[src/rtl/core/cct_div.sv]
// Pipelined restoring divider, one quotient bit per register stage.
// Standalone; caller pre-shifts the divisor so the dividend stays below it.
`timescale 1ns / 1ps
`default_nettype none
module cct_div #(
  parameter int W  = 32,
  parameter int QB = 16
) (
  input  wire logic          clk,
  input  wire logic          rst_n,
  input  wire logic          en,
  input  wire logic          in_valid,
  input  wire logic [W-1:0]  in_rem,
  input  wire logic [W-1:0]  in_den,
  output logic               out_valid,
  output logic [QB-1:0]      out_quo
);

  // quotient = floor(in_rem * 2^QB / in_den), in_rem < in_den
  logic          valid_r [QB];
  logic [W-1:0]  rem_r [QB-1];
  logic [W-1:0]  den_r [QB-1];
  logic [QB-1:0] quo_r [QB];

  for (genvar i = 0; i < QB; i++) begin : g_stage
    logic          prev_valid;
    logic [W-1:0]  prev_rem;
    logic [W-1:0]  prev_den;
    logic [QB-1:0] prev_quo;
    logic [W:0]    dbl;
    logic          ge;
    logic [QB-1:0] quo_nxt;

    if (i == 0) begin : g_first
      assign prev_valid = in_valid;
      assign prev_rem   = in_rem;
      assign prev_den   = in_den;
      assign prev_quo   = '0;
    end else begin : g_next
      assign prev_valid = valid_r[i-1];
      assign prev_rem   = rem_r[i-1];
      assign prev_den   = den_r[i-1];
      assign prev_quo   = quo_r[i-1];
    end

    always_comb begin
      dbl     = {prev_rem, 1'b0};
      ge      = dbl >= {1'b0, prev_den};
      quo_nxt = {prev_quo[QB-2:0], ge};
    end

    always_ff @(posedge clk) begin
      if (!rst_n) begin
        valid_r[i] <= 1'b0;
      end else if (en) begin
        valid_r[i] <= prev_valid;
      end
    end

    always_ff @(posedge clk) begin
      if (en) begin
        quo_r[i] <= quo_nxt;
      end
    end

    // the last stage keeps only the quotient
    if (i < QB - 1) begin : g_carry
      logic [W-1:0] rem_nxt;
      assign rem_nxt = ge ? W'(dbl - {1'b0, prev_den}) : dbl[W-1:0];

      always_ff @(posedge clk) begin
        if (en) begin
          rem_r[i] <= rem_nxt;
          den_r[i] <= prev_den;
        end
      end
    end
  end

  assign out_valid = valid_r[QB-1];
  assign out_quo   = quo_r[QB-1];

endmodule
`default_nettype wire

[config.mk]
export PLATFORM = sky130hd
export DESIGN_NAME = cct_div
export DESIGN_NICKNAME = d
export VERILOG_FILES = /design/src/rtl/core/cct_div.sv
export SDC_FILE = /design/constraint.sdc
export NUM_CORES = 2
export LEC_CHECK = 0
export ABC_CLOCK_PERIOD_IN_PS = 3500
export BUFFER_PORTS_ARGS = -buffer_cell sky130_fd_sc_hd__buf_2
export CORE_ASPECT_RATIO = 1.4
export CORE_UTILIZATION = 46
export DETAILED_ROUTE_END_ITERATION = 10
export PLACE_DENSITY = 0.75
export SLEW_MARGIN = 15
export SYNTH_ARGS = -nofsm -noshare
export SYNTH_HDL_FRONTEND = slang
export SYNTH_SLANG_ARGS = --single-unit
[constraint.sdc]
create_clock -name clk -period 3.5 [get_ports clk]
set_clock_uncertainty 0.15 [all_clocks]
set_input_delay 0.7 -clock clk [delete_from_list [all_inputs] [get_ports clk]]
set_output_delay 0.7 -clock clk [all_outputs]
set_load 0.01 [all_outputs]
Word-level counts from Yosys, hierarchy flattened
Memory sizes are Yosys's and may differ from the RTL's. Index checks and enable logic that the tools add are counted.

Magnitude comparators: 16. Bitwise logic cells: 16. Muxes and demuxes: 36. $add $sub $neg: 15.

Operators by type and width (count): $ge 33x32->1 (16); $mux 32 (15); $sub 32x32->32 (15); $mux 1 (21); $or 1x1->1 (16).

Memories: 4. Bits in registers: 0. Memory bits (writable): 1232. Output and inout port bits: 17.

Memory list: den_r (words 15, width 32, rd ports 15, clocked after Yosys merged registers in 0, write ports 15, line 22) `logic [W-1:0] den_r [QB-1];`; rem_r (words 15, width 32, rd ports 15, clocked after Yosys merged registers in 0, write ports 15, line 21) `logic [W-1:0] rem_r [QB-1];`; quo_r (words 16, width 16, rd ports 16, clocked after Yosys merged registers in 0, write ports 16, line 23) `logic [QB-1:0] quo_r [QB];`; valid_r (words 16, width 1, rd ports 16, clocked after Yosys merged registers in 0, write ports 16, line 20) `logic valid_r [QB];`.

Depth between registers and ports, before layout
Depth after elaboration: 4. Depth in mapped cells: 15. Gate-level depth less buffers: 12.

Least setup slack after synthesis
No wires, ideal clock.

Path kind: input -> register. From: input port in_den[18]. To: memory rem_r[0][23], data pin. Setup time: 0.260 ns. Arrival time: 3.349 ns. Cell stages on the path: 12. Required time: 3.090 ns. Buffers on the path: 1. Slack: -0.259 ns. Cells stage by stage: inv_1 ha_1 a21o_1 a21o_1 a21o_1 or3_1 o21ai_1 a21oi_1 a21o_1 a311oi_1 buf_2 mux2_2.

RTL lines: start: declaration (line 14) `input wire logic [W-1:0] in_den,`; end: declaration (line 21).

==> flow_metrics.env <==
export IMPL_status="finished with violations"
export IMPL_max_clock_path_buffers=3
export IMPL_required_ps=3870
export IMPL_grt_pass1_wl_mm=280.5
export IMPL_final_util_pct=59.80
export IMPL_synth_seq_area_share_pct=50.81
export IMPL_die_w_um=321.4
export IMPL_violations="setup timing"
export IMPL_synth_top_area_share_pct=50.78
export IMPL_final_cell_mix="edfxtp_1, buf_4, inv_1, ha_1, a21oi_1"
export IMPL_reg2reg_to="rem_r[1][220]"
export IMPL_io_buffers=84
export IMPL_drt_total_wl_mm=189.9
export IMPL_wl_per_cell_um=20.59
export IMPL_fin_crit_ps=3743
export IMPL_numCtsBuffers=112
export IMPL_rsz0062_at_grt="yes"
export IMPL_relSlewSlack_pct=38.81
export IMPL_hold_start="in_den[18]"
export IMPL_dr_total_vias=51300
export IMPL_syn_nets=6603
export IMPL_synthToLayoutAreaGrowth_pct=28.63
export IMPL_grt_usage_pct=25.32
export IMPL_max_stage_delay_ps=400
export IMPL_drtPass1Iterations=8
export IMPL_yosysTopAreaCell="edfxtp_1"
export IMPL_htreeDepth=3
export IMPL_grt_pass1_vias=53400
export IMPL_crit_path_top_delay_cell="edfxtp_1"
export IMPL_yosysWarnings=0
export IMPL_reg2reg_slack_ps=-240
export IMPL_switching_share_pct=38.26
export IMPL_finalCritPeriodShare_pct=107.0
export IMPL_cp_end_kind="register"
export IMPL_netlist_area_sq_um=65700
export IMPL_setup_violations=178
export IMPL_grt_max_degree=112
export IMPL_drive_gt1_share_pct=27.36
export IMPL_layout_commonest_cell="edfxtp_1"
export IMPL_nets=7824
export IMPL_setup_ws_ps=-243.3
export IMPL_worstPathArrival_ps=4120
export IMPL_rr_worst_depth=15
export IMPL_max_freq_mhz=267.1
export IMPL_syn_inst=6009
export IMPL_ys_seq_elements=1112
export IMPL_crit_path_start_kind="register"
export IMPL_core_sq_um=141300
export IMPL_tightest_slew_ps=913.5
export IMPL_p_switching_mw=30.85
export IMPL_combPwrFrac_pct=56.8
export IMPL_finalMaxSlewViolations=0
export IMPL_clkTransAtPathRegs_ps=60
export IMPL_yosys_top_cells_area="edfxtp_1, ha_1, a21oi_1"
export IMPL_r2r_start="den_r[1][162]"
export IMPL_cp_max_fo=4
export IMPL_dp_slack_ps=-675.2
export IMPL_gr_total_overflow=0
export IMPL_die_h_um=449.2
export IMPL_leakagePower_nw=36.37
export IMPL_clockRootBuffer="clkbuf_16"
export IMPL_gp_congestion=1.040
export IMPL_async_flop_share_pct=0
export IMPL_ioPinCount=85
export IMPL_antenna_left=0
export IMPL_detail_route_vias_per_cell=5.561
export IMPL_intPower_mw=49.78
export IMPL_worst_setup_path_type="register to register"
export IMPL_cellPowerDensity_nw_per_um2=954.0
export IMPL_yosysUniqueCellTypes=86
export IMPL_clock_sinks=1112
export IMPL_power_mw=80.63
export IMPL_rows=163
export IMPL_yosys_most_used_dff="edfxtp_1"
export IMPL_drt_iter0_drc=2645
export IMPL_hpwl_mm=138.8
export IMPL_ir_worst_vdd_v=0.0005606
export IMPL_drc=0
export IMPL_p_clk_share_pct=15.5
export IMPL_grt_antenna_before_repair=4
export IMPL_crit_path_frequent_cell="buf_4"
export IMPL_synth_enable_flop_cells=1111
export IMPL_final_fill_count=11000
export IMPL_start_util_pct=46.49
export IMPL_cap_violations=0
export IMPL_crit_chain="inv_1, ha_1, buf_4, nor2b_1, o31a_1, nor4_2, buf_4, buf_4, nor3_1, nand3b_1, o211ai_1, a21boi_1, o31a_1, or3_1, a31o_2"
export IMPL_syn_area_per_cell_sq_um=10.93
export IMPL_dieArea_sq_um=144400
export IMPL_hold_class="input pin to register"
export IMPL_holdPathStages=2
export IMPL_clock_latency_ps=800
export IMPL_cts_tree="built"
export IMPL_hold_violations=0
export IMPL_p_seq_share_pct=27.7
export IMPL_whs_endpoint="den_r[0][18]"
==> Yosys cell counts (all sizes together) (17+ instances only) <==
cell type / number
nand2: 387
nor2: 357
nand2b: 58
o21bai: 61
xor2: 175
buf: 37
a211oi: 29
nor4: 18
edfxtp: 1111
a31oi: 51
a21o: 264
o31a: 25
o31ai: 30
o211ai: 17
nor3: 58
o21ai: 393
nand4: 86
a21oi: 541
and2: 23
o21a: 88
a211o: 18
nor2b: 76
mux2: 208
nand3: 75
inv: 629
ha: 511
xnor2: 238
or3: 17
and3: 54
clkbuf: 127
==> worst max-delay path, delay by kind of cell, from the launching register on <==
family / cells / cell delay [ps]
buf+inv: 4 / 520
fa+ha+maj: 1 / 240
compound gates: 5 / 1190
flops: 1 / 400
simple gates: 5 / 990
==> how the worst max path moves through the flow <==
| stage | from | to | slack (ps) | depth (start not counted) |
|---|---|---|---|---|
| floorplan | rem_r[0][65] | rem_r[0][100] | -8 | 12 |
| global placement | rem_r[1][81] | rem_r[1][96] | -660 | 14 |
| detailed placement | rem_r[1][81] | rem_r[1][115] | -680 | 13 |
| CTS | rem_r[0][4] | rem_r[0][38] | -370 | 16 |
| global route | rem_r[0][141] | rem_r[0][168] | -360 | 13 |
| finish | den_r[1][162] | rem_r[1][220] | -240 | 15 |
==> layout make-up <==
| cell class | instances | area (sq um) | share of cell area (%) |
|---|---|---|---|
| Clock inverter | 76 | 929.6 | 1.100 |
| Multi-Input combinational cell | 4107 | 31870 | 37.71 |
| Inverter | 629 | 2366 | 2.800 |
| Clock buffer | 135 | 2929 | 3.466 |
| Tap cell | 1897 | 2374 | 2.808 |
| Sequential cell | 1112 | 33380 | 39.50 |
| Timing Repair Buffer | 1268 | 10660 | 12.62 |
| Antenna cell | 1 | 2.502 | 0.002961 |
==> routing by layer <==
metal  global-route usage, %  share of wire (%)
met1                   18.67                 28
met2                   51.11                 57
met3                   3.434                3.3
met4                   26.78                 12
met5                       0                  0
==> power by group through the flow <==
stage / clock network, mW / logic [mW] / registers, mW
after floorplan: 0 / 24.3 / 21.4
after global placement: 0 / 37.5 / 22.3
after detailed placement: 0 / 38.4 / 22.3
after CTS: 12.7 / 42.5 / 22.2
after global routing: 13.2 / 49.2 / 22.6
final: 12.5 / 45.8 / 22.3
==> sequential cells by signal, indices dropped and copies added (netlist names) <==
name,count
den_r,480
quo_r,136
rem_r,480
valid_r,16
==> kinds of logic after synthesis <==
group           after synthesis  share of synthesized area, %
mux                         221                         3.763
flops                      1112                         50.81
compound gates             1669                         15.89
fa+ha+maj                   526                         10.19
buf+inv                     793                         4.641
xor+xnor                    413                         5.505
simple gates               1275                         9.207
==> what timing repair did <==
item,4_1_cts,5_1_grt
gates resized for setup,343,360
cloned,21,11
hold buffers,19,0
hold endpoints to repair,19,0
pin swaps,81,149
endpoints found under the setup margin,414,392
buffers inserted,68,70
==> metrics by stage <==
| stage | setup TNS (ps) | cells | area, sq um | hold slack [ps] |
|---|---|---|---|---|
| finish | -19700 | 9225 | 84510 | 59.07 |
| global route | -43590 | 9224 | 84510 | 51.29 |
| CTS | -25850 | 9162 | 82440 | 21.23 |
| detailed placement | -115460 | 8848 | 76000 | 254.5 |
| global placement | -99710 | 8848 | 76000 | 250.3 |
| floorplan | -155.3 | 6009 | 65730 | 250.3 |
Power figures use the tool's default switching activity.
